[config.mk]
export PLATFORM = sky130hd
export DESIGN_NAME = integer_to_ascii_radix
export DESIGN_NICKNAME = d
export VERILOG_FILES = /design/src/rtl/core/iar_pkg.sv /design/src/rtl/core/iar_front.sv /design/src/rtl/core/iar_queue.sv /design/src/rtl/core/iar_back.sv /design/src/rtl/core/integer_to_ascii_radix.sv
export SDC_FILE = /design/constraint.sdc
export NUM_CORES = 1
export LEC_CHECK = 0
export BUFFER_PORTS_ARGS = -buffer_cell sky130_fd_sc_hd__buf_4
export CAP_MARGIN = 10
export CORE_MARGIN = 2
export CORE_UTILIZATION = 53
export DETAILED_ROUTE_END_ITERATION = 16
export PLACE_DENSITY = 0.8
export SLEW_MARGIN = 25
export SYNTH_ARGS = -nofsm -noshare
export SYNTH_HDL_FRONTEND = slang
export SYNTH_SLANG_ARGS = --single-unit
[constraint.sdc]
create_clock -name clk -period 13.61 [get_ports clk]
set_clock_uncertainty 0.05 [all_clocks]
set_input_delay 2.722 -clock clk [delete_from_list [all_inputs] [get_ports clk]]
set_output_delay 2.722 -clock clk [all_outputs]
set_load 0.005 [all_outputs]
[src/rtl/core/iar_pkg.sv]
// shared types and constants for the integer to ascii radix converter
package iar_pkg;

  // command codes on the input channel
  localparam logic [2:0] CMD_HEX_LOWER = 3'd0;
  localparam logic [2:0] CMD_HEX_UPPER = 3'd1;
  localparam logic [2:0] CMD_OCTAL     = 3'd2;
  localparam logic [2:0] CMD_SIGNED    = 3'd3;
  localparam logic [2:0] CMD_UNSIGNED  = 3'd4;

  localparam int VALUE_W         = 64;
  localparam int QUEUE_DEPTH_DEF = 2;

  // radix selection carried from front to back
  typedef enum logic [1:0] {
    RDX_HEX = 2'd0,
    RDX_OCT = 2'd1,
    RDX_DEC = 2'd2
  } radix_t;

  // classified work item: magnitude plus how to print it
  typedef struct packed {
    logic [VALUE_W-1:0] mag;
    radix_t             radix;
    logic               upper;
  } desc_t;

endpackage

[src/rtl/core/iar_front.sv]
// front end: accepts items, takes the magnitude and drops suppressed zeros and unknown commands
module iar_front (
  input  logic [iar_pkg::VALUE_W-1:0] in_value,
  input  logic [2:0]                  in_command,
  input  logic                        in_zero_precision,
  input  logic                        in_alt_form,
  input  logic                        in_valid,
  output logic                        in_ready,
  output logic                        push_valid,
  input  logic                        push_ready,
  output iar_pkg::desc_t              push_desc
);
  import iar_pkg::*;

  logic               known;
  logic               is_zero;
  logic               keep;
  logic [VALUE_W-1:0] mag;

  assign is_zero = (in_value == '0);

  always_comb begin
    known           = 1'b1;
    push_desc.upper = 1'b0;
    push_desc.radix = RDX_HEX;
    mag             = in_value;
    unique case (in_command)
      CMD_HEX_LOWER: push_desc.radix = RDX_HEX;
      CMD_HEX_UPPER: begin
        push_desc.radix = RDX_HEX;
        push_desc.upper = 1'b1;
      end
      CMD_OCTAL:     push_desc.radix = RDX_OCT;
      CMD_SIGNED: begin
        push_desc.radix = RDX_DEC;
        if (in_value[VALUE_W-1]) begin
          mag = ~in_value + 1'b1;
        end
      end
      CMD_UNSIGNED:  push_desc.radix = RDX_DEC;
      default:       known = 1'b0;
    endcase
    push_desc.mag = mag;
  end

  // zero is silent with zero precision, and in octal with alternate form
  assign keep = known &&
                !(is_zero && (in_zero_precision || (in_command == CMD_OCTAL && in_alt_form)));

  assign in_ready   = push_ready;
  assign push_valid = in_valid && keep;

endmodule

[src/rtl/core/iar_queue.sv]
// small first-word-fall-through queue between front and back
module iar_queue #(
  parameter int DEPTH = iar_pkg::QUEUE_DEPTH_DEF
) (
  input  logic                       clk,
  input  logic                       rst_n,
  input  logic                       push_valid,
  output logic                       push_ready,
  input  iar_pkg::desc_t             push_data,
  output logic                       pop_valid,
  input  logic                       pop_ready,
  output iar_pkg::desc_t             pop_data,
  output logic [$clog2(DEPTH+1)-1:0] count
);
  import iar_pkg::*;

  localparam int AW = (DEPTH > 1) ? $clog2(DEPTH) : 1;
  localparam int CW = $clog2(DEPTH+1);

  desc_t          mem_r [DEPTH];
  logic [AW-1:0]  wr_ptr_r, wr_ptr_nxt;
  logic [AW-1:0]  rd_ptr_r, rd_ptr_nxt;
  logic [CW-1:0]  count_r, count_nxt;
  logic           do_push, do_pop;

  assign push_ready = (count_r != CW'(DEPTH));
  assign pop_valid  = (count_r != '0);
  assign pop_data   = mem_r[rd_ptr_r];
  assign count      = count_r;

  assign do_push = push_valid && push_ready;
  assign do_pop  = pop_valid && pop_ready;

  always_comb begin
    wr_ptr_nxt = wr_ptr_r;
    rd_ptr_nxt = rd_ptr_r;
    count_nxt  = count_r;
    if (do_push) begin
      wr_ptr_nxt = (wr_ptr_r == AW'(DEPTH-1)) ? '0 : wr_ptr_r + 1'b1;
    end
    if (do_pop) begin
      rd_ptr_nxt = (rd_ptr_r == AW'(DEPTH-1)) ? '0 : rd_ptr_r + 1'b1;
    end
    if (do_push && !do_pop) begin
      count_nxt = count_r + 1'b1;
    end else if (do_pop && !do_push) begin
      count_nxt = count_r - 1'b1;
    end
  end

  always_ff @(posedge clk) begin
    if (!rst_n) begin
      wr_ptr_r <= '0;
      rd_ptr_r <= '0;
      count_r  <= '0;
    end else begin
      wr_ptr_r <= wr_ptr_nxt;
      rd_ptr_r <= rd_ptr_nxt;
      count_r  <= count_nxt;
    end
  end

  always_ff @(posedge clk) begin
    if (do_push) begin
      mem_r[wr_ptr_r] <= push_data;
    end
  end

endmodule

[src/rtl/core/iar_back.sv]
// back end: digit extraction, leading zero skip and character output
module iar_back (
  input  logic           clk,
  input  logic           rst_n,
  input  logic           pop_valid,
  output logic           pop_ready,
  input  iar_pkg::desc_t pop_data,
  output logic [6:0]     out_character,
  output logic           out_last,
  output logic           out_valid,
  input  logic           out_ready
);
  import iar_pkg::*;

  localparam int DIGITS     = 22;
  localparam int DIG_W      = DIGITS * 4;
  localparam int HEX_DIGITS = 16;
  localparam int DEC_DIGITS = 20;
  localparam int CONV_STEPS = 64;
  localparam logic [6:0] ASCII_ZERO    = 7'd48;
  localparam logic [6:0] ASCII_UPPER_A = 7'd65;
  localparam logic [6:0] ASCII_LOWER_A = 7'd97;

  typedef enum logic [2:0] {
    ST_IDLE = 3'b001,
    ST_CONV = 3'b010,
    ST_OUT  = 3'b100
  } state_t;

  state_t             state_r, state_nxt;
  logic [VALUE_W-1:0] bin_r, bin_nxt;
  logic [DIG_W-1:0]   dig_r, dig_nxt;
  logic [5:0]         iter_r, iter_nxt;
  logic [4:0]         cnt_r, cnt_nxt;
  logic               upper_r, upper_nxt;
  logic               started_r, started_nxt;
  logic               out_valid_r, out_valid_nxt;
  logic [6:0]         out_char_r, out_char_nxt;
  logic               out_last_r, out_last_nxt;

  logic [DIG_W-1:0]   adj;
  logic [DIG_W-1:0]   oct_load;
  logic [VALUE_W+1:0] oct_pad;
  logic [3:0]         head;
  logic               skip;
  logic               slot_free;

  function automatic logic [6:0] digit_char(input logic [3:0] d, input logic upper);
    logic [6:0] base;
    base = upper ? ASCII_UPPER_A : ASCII_LOWER_A;
    if (d <= 4'd9) begin
      return ASCII_ZERO + 7'(d);
    end
    return base + 7'(d) - 7'd10;
  endfunction

  // shift-and-add-3 correction on every bcd digit
  always_comb begin
    for (int i = 0; i < DIGITS; i++) begin
      adj[4*i +: 4] = (dig_r[4*i +: 4] >= 4'd5) ? dig_r[4*i +: 4] + 4'd3 : dig_r[4*i +: 4];
    end
  end

  // octal digits spread into nibbles, top digit holds the last value bit
  assign oct_pad = {2'b00, pop_data.mag};
  always_comb begin
    for (int j = 0; j < DIGITS; j++) begin
      oct_load[4*j +: 4] = {1'b0, oct_pad[3*j +: 3]};
    end
  end

  assign head      = dig_r[DIG_W-1 -: 4];
  assign skip      = !started_r && (head == 4'd0) && (cnt_r != 5'd1);
  assign slot_free = !out_valid_r || out_ready;
  assign pop_ready = (state_r == ST_IDLE);

  always_comb begin
    state_nxt     = state_r;
    bin_nxt       = bin_r;
    dig_nxt       = dig_r;
    iter_nxt      = iter_r;
    cnt_nxt       = cnt_r;
    upper_nxt     = upper_r;
    started_nxt   = started_r;
    out_valid_nxt = out_valid_r && !out_ready;
    out_char_nxt  = out_char_r;
    out_last_nxt  = out_last_r;
    unique case (state_r)
      ST_IDLE: begin
        if (pop_valid) begin
          upper_nxt   = pop_data.upper;
          started_nxt = 1'b0;
          unique case (pop_data.radix)
            RDX_HEX: begin
              dig_nxt   = {pop_data.mag, {(DIG_W-VALUE_W){1'b0}}};
              cnt_nxt   = 5'(HEX_DIGITS);
              state_nxt = ST_OUT;
            end
            RDX_OCT: begin
              dig_nxt   = oct_load;
              cnt_nxt   = 5'(DIGITS);
              state_nxt = ST_OUT;
            end
            RDX_DEC: begin
              dig_nxt   = '0;
              bin_nxt   = pop_data.mag;
              iter_nxt  = 6'(CONV_STEPS-1);
              cnt_nxt   = 5'(DEC_DIGITS);
              state_nxt = ST_CONV;
            end
            default: state_nxt = ST_IDLE;
          endcase
        end
      end
      ST_CONV: begin
        dig_nxt  = {adj[DIG_W-2:8], bin_r[VALUE_W-1], 8'b0};
        bin_nxt  = {bin_r[VALUE_W-2:0], 1'b0};
        iter_nxt = iter_r - 1'b1;
        if (iter_r == '0) begin
          state_nxt = ST_OUT;
        end
      end
      ST_OUT: begin
        if (skip) begin
          dig_nxt = {dig_r[DIG_W-5:0], 4'b0};
          cnt_nxt = cnt_r - 1'b1;
        end else if (slot_free) begin
          out_valid_nxt = 1'b1;
          out_char_nxt  = digit_char(head, upper_r);
          out_last_nxt  = (cnt_r == 5'd1);
          dig_nxt       = {dig_r[DIG_W-5:0], 4'b0};
          cnt_nxt       = cnt_r - 1'b1;
          started_nxt   = 1'b1;
          if (cnt_r == 5'd1) begin
            state_nxt = ST_IDLE;
          end
        end
      end
      default: state_nxt = ST_IDLE;
    endcase
  end

  always_ff @(posedge clk) begin
    if (!rst_n) begin
      state_r     <= ST_IDLE;
      out_valid_r <= 1'b0;
      started_r   <= 1'b0;
    end else begin
      state_r     <= state_nxt;
      out_valid_r <= out_valid_nxt;
      started_r   <= started_nxt;
    end
  end

  always_ff @(posedge clk) begin
    bin_r      <= bin_nxt;
    dig_r      <= dig_nxt;
    iter_r     <= iter_nxt;
    cnt_r      <= cnt_nxt;
    upper_r    <= upper_nxt;
    out_char_r <= out_char_nxt;
    out_last_r <= out_last_nxt;
  end

  assign out_valid     = out_valid_r;
  assign out_character = out_char_r;
  assign out_last      = out_last_r;

endmodule

[src/rtl/core/integer_to_ascii_radix.sv]
// top level of the integer to ascii radix converter
//
//   channel   ports                                         direction
//   in        in_value in_command in_zero_precision         sink
//             in_alt_form in_valid in_ready
//   out       out_character out_last out_valid out_ready   source
//
// hex loads and then walks 16 digit slots, octal walks 22 slots, and decimal runs
//   64 shift-and-add-3 steps before it walks 20 slots
// leading zero slots are skipped one per cycle, digits leave one per cycle while out_ready holds
// the double-dabble loop in the back end dominates the decimal conversion time
// rst_n is synchronous active low and empties the queue and output register
// the front keeps accepting into the queue while the back stalls on out_ready, until the queue is full
module integer_to_ascii_radix #(
  parameter int QUEUE_DEPTH = iar_pkg::QUEUE_DEPTH_DEF
) (
  input  logic                        clk,
  input  logic                        rst_n,
  input  logic [iar_pkg::VALUE_W-1:0] in_value,
  input  logic [2:0]                  in_command,
  input  logic                        in_zero_precision,
  input  logic                        in_alt_form,
  input  logic                        in_valid,
  output logic                        in_ready,
  output logic [6:0]                  out_character,
  output logic                        out_last,
  output logic                        out_valid,
  input  logic                        out_ready
);
  import iar_pkg::*;

  // classified item heading into the queue
  logic  push_valid;
  logic  push_ready;
  desc_t push_desc;

  // queue head offered to the back end
  logic  pop_valid;
  logic  pop_ready;
  desc_t pop_desc;

  logic [$clog2(QUEUE_DEPTH+1)-1:0] q_count;

  // front: sign fold and zero suppression, no state
  iar_front u_front (
    .in_value          (in_value),
    .in_command        (in_command),
    .in_zero_precision (in_zero_precision),
    .in_alt_form       (in_alt_form),
    .in_valid          (in_valid),
    .in_ready          (in_ready),
    .push_valid        (push_valid),
    .push_ready        (push_ready),
    .push_desc         (push_desc)
  );

  // decoupling queue
  iar_queue #(
    .DEPTH (QUEUE_DEPTH)
  ) u_queue (
    .clk        (clk),
    .rst_n      (rst_n),
    .push_valid (push_valid),
    .push_ready (push_ready),
    .push_data  (push_desc),
    .pop_valid  (pop_valid),
    .pop_ready  (pop_ready),
    .pop_data   (pop_desc),
    .count      (q_count)
  );

  // back: digit generation and character transfer
  iar_back u_back (
    .clk           (clk),
    .rst_n         (rst_n),
    .pop_valid     (pop_valid),
    .pop_ready     (pop_ready),
    .pop_data      (pop_desc),
    .out_character (out_character),
    .out_last      (out_last),
    .out_valid     (out_valid),
    .out_ready     (out_ready)
  );

  // every emitted character is a digit of one of the supported styles
  assert property (@(posedge clk) disable iff (!rst_n)
    out_valid |-> ((out_character >= 7'd48 && out_character <= 7'd57) ||
                   (out_character >= 7'd65 && out_character <= 7'd70) ||
                   (out_character >= 7'd97 && out_character <= 7'd102)))
    else $error("non-digit character on output");

  // once a number has started, its digits follow without gaps
  assert property (@(posedge clk) disable iff (!rst_n)
    (out_valid && out_ready && !out_last) |=> out_valid)
    else $error("gap inside a digit string");

  // queue occupancy stays within its depth
  assert property (@(posedge clk) disable iff (!rst_n)
    q_count <= QUEUE_DEPTH)
    else $error("queue overflow");

  // reset leaves no transfer pending
  assert property (@(posedge clk)
    !rst_n |=> !out_valid)
    else $error("output valid after reset");

endmodule
==> impl_results.md <==
* Hold path cells at 2
* Initial cell density of the core at 53.68%
* DR WL/cell at 20.49 um
* Netlist cell types at 64
* Placed inst area at 17380 sq um
* Synth Instances at 1427
* Leakage at 6.499 nW
* Fraction of registers with async set/reset at 0%
* GR Overflow Total at 0
* Post-synthesis sequential area ratio at 57.11%
* Vias in the first global route at 11590
* Number of synthesized flops with an enable pin at 304
* Worst IR drop on VDD at 0.09441 mV
* CP cell instances: buf_4, nor4_1, o2111ai_1, nor3_1, a21oi_1, and2_2, buf_4
* CP max-delay cell: nor4_1
* Worst skew pair latency at 530 ps
* Arr. time, crit path at 5230 ps
* Cell Count Post-Placement at 1853
* DRC viols at 0
* Setup tns final at 0 ps
* Inserted Clock Buffers at 34
* Htree depth at 2
* Nets at 1617
* Pin count of the biggest net entering global routing at 112
* Via-to-Cell Ratio at 6.320
* Crit path depth at 7
* Worst-case reg-to-reg path depth at 7
* Non-filler instance count after layout at 1912
* Max-slew violations at 0
* Worst setup path startpoint: in_value[43]
* Worst Setup EP: u_queue.mem_r[1][52]$_DFFE_PP_
* Crit path kind: in -> reg
* Layout cell share with drive strength beyond 1 at 11.02%
* Die area at 32240 sq um
* Max cap viols at 0
* Top cells by area, synth: edfxtp_1, a21oi_1, mux2i_1, ha_1, nor2_1
* Pre-antenna DRT Iters at 6
* Status: completed
* Most used cell, CP: buf_4
* Leading area contributor after synthesis: edfxtp_1
* Final setup vio count at 0
* CP Capture Type: flop
* FF-to-FF setup slack at 10030 ps
* IO Count at 83
* CP top delay family: simple AND/OR/NAND/NOR gates
* Fmax at 197.7 MHz
* Synthesized cell area at 16330 sq um
* CP required at 13780 ps
* Startpoint types: input port
* Final wirelength at 39170 um
* FP Rows at 64
* Clk root buf: clkbuf_16
* TritonCTS Sinks at 314
* Die Wd at 179.6 um
* DRT antenna net count at 0
* Postcts setup bufs at 0
* Hold WS at 461.7 ps
* Placer congestion estimate at 0.9051
* CTS Hold Bufs at 0
* Part of the cycle the worst path needs at 37.17%
* Detailed Place HPWL at 26540 um
* Initial antenna violation count at 0
* Final Hold Fails at 0
* Critical path peak fanout at 35
* Synth Flop Type: edfxtp_1
* Die height at 179.6 um
* Placeable Area at 30430 sq um
* Global-route wire length before repair at 61930 um
* # diodes at 0
* FF-to-FF End: u_back.dig_r[64]$_DFFE_PP_
* Synth top area share at 55.89%
* Clock buffer depth at 3
* DRT iter0 DRCs at 1611
* Period minus WS final at 5059 ps
* All-Layer GR Usage at 23.85%
* Ys Warns at 0
* Commonest non-fill, non-tap cell in the layout: edfxtp_1
* Mean Syn Cell Area at 11.45 sq um
* Clock slew at reported path FFs at 60 ps
* CTS tree: built
* Buf/Inv on CP at 2
* Worst slew pin tran at 940.5 ps
* Port Buffer Count at 82
* Net Count, Synth at 1551
* Most frequent cells in the layout: edfxtp_1, a21oi_1, nor2_1, buf_4, o21ai_0
* Flops & latches, synth at 314
* HP Class: reg -> reg
* Crit-path max cell delay at 740 ps
* Reg-to-Reg Start: u_back.dig_r[84]$_DFFE_PP_
* Fin area at 18430 sq um
* Post-CTS resize count at 0
* Max-slew headroom at 36.96%
* Vias at 12080
* Pwr Density at 204.4 nW/um^2
* RSZ-0062 raised after global routing: no
* Area growth from synthesis to layout at 12.85%
[stage by stage]
stage	power, W	setup WS (ps)	utilization [%]
4_1_cts	0.003756	8627	60.56
3_5_place_dp	0.002876	8112	57.11
3_3_place_gp	0.002805	8126	57.02
2_1_floorplan	0.002508	5863	-
6_report	0.003767	8551	60.58
5_1_grt	0.003965	8359	60.58
[synthesized netlist by cell type, drive strengths merged, types with 20 or more instances]
cell type and n:
xnor2 43, nor4 21, buf 20, a21oi 160
mux2i 67, inv 59, o22ai 46, ha 51
o221ai 21, nor3b 34, edfxtp 304, o21ai 77
clkbuf 47, nor2 139, nor3 38, a22oi 29
xor2 59, nand2 66, nand2b 25
[routing by layer]
metal	track usage [%]	vias to the layer above	wire (um)
met2	38.82	684	18530
met1	32.73	5793	15900
met5	0	-	0
met3	4.153	89	3627
met4	7.772	0	1103
li1	-	5517	-
[state kept, by name, indices dropped and copies added, names as in the netlist, named ones only]
name                  count
u_back.state_r            3
u_back.cnt_r              5
u_back.iter_r             6
u_queue.count             2
u_queue.wr_ptr_r          1
u_back.out_last           1
u_back.dig_r             86
u_queue.mem_r           134
u_back.out_character      7
u_back.out_valid          1
u_back.upper_r            1
u_back.started_r          1
u_back.bin_r             64
u_queue.rd_ptr_r          1
[worst reg2reg max path, cell delays in order (launching register included)]
cell and delay [ps]:
edfxtp_1 430, inv_1 170, ha_1 160, or4b_2 630, o21ai_0 340, o32ai_1 220, a21oi_4 510, buf_4 660
[logic make-up (layout without fill, tap and decap cells)]
group | Yosys count | in the layout | synth area share [%]
compound gates | 398 | 398 | 14.71
simple gates | 368 | 368 | 11.69
flops | 314 | 314 | 57.11
buf+inv | 126 | 215 | 2.934
xor+xnor | 102 | 102 | 5.469
mux | 68 | 68 | 4.175
fa+ha+maj | 51 | 51 | 3.907
[how the worst min path moves through the flow]
stage,from,to,slack [ps]
6_report,u_back.started_r$_SDFFE_PN0P_,u_back.started_r$_SDFFE_PN0P_,460
5_1_grt,u_back.bin_r[2]$_DFFE_PP_,u_back.bin_r[3]$_DFFE_PP_,480
4_1_cts,u_queue.rd_ptr_r$_SDFFE_PN0P_,flop,470
3_5_place_dp,u_queue.rd_ptr_r$_SDFFE_PN0P_,flop,450
3_3_place_gp,u_queue.rd_ptr_r$_SDFFE_PN0P_,flop,430
2_1_floorplan,u_back.started_r$_SDFFE_PN0P_,u_back.started_r$_SDFFE_PN0P_,410
[area by class of cell]
cell class / instances / area (sq um)
Clock buffer: 47 / 940.9
Clock inverter: 12 / 110.1
Fill cell: 2318 / 12000
Inverter: 59 / 221.5
Multi-Input combinational cell: 987 / 6580
Sequential cell: 314 / 9333
Tap cell: 396 / 495.5
Timing Repair Buffer: 97 / 752.0
[where the power goes]
part | switching (W) | internal (W) | total (W) | leakage [nW]
clock | 0.000367 | 0.000505 | 0.000872 | 0.510
sequential | 0.000186 | 0.00144 | 0.00162 | 2.88
combinational | 0.000796 | 0.000475 | 0.00127 | 3.11
(Power assumes the default switching activity.)
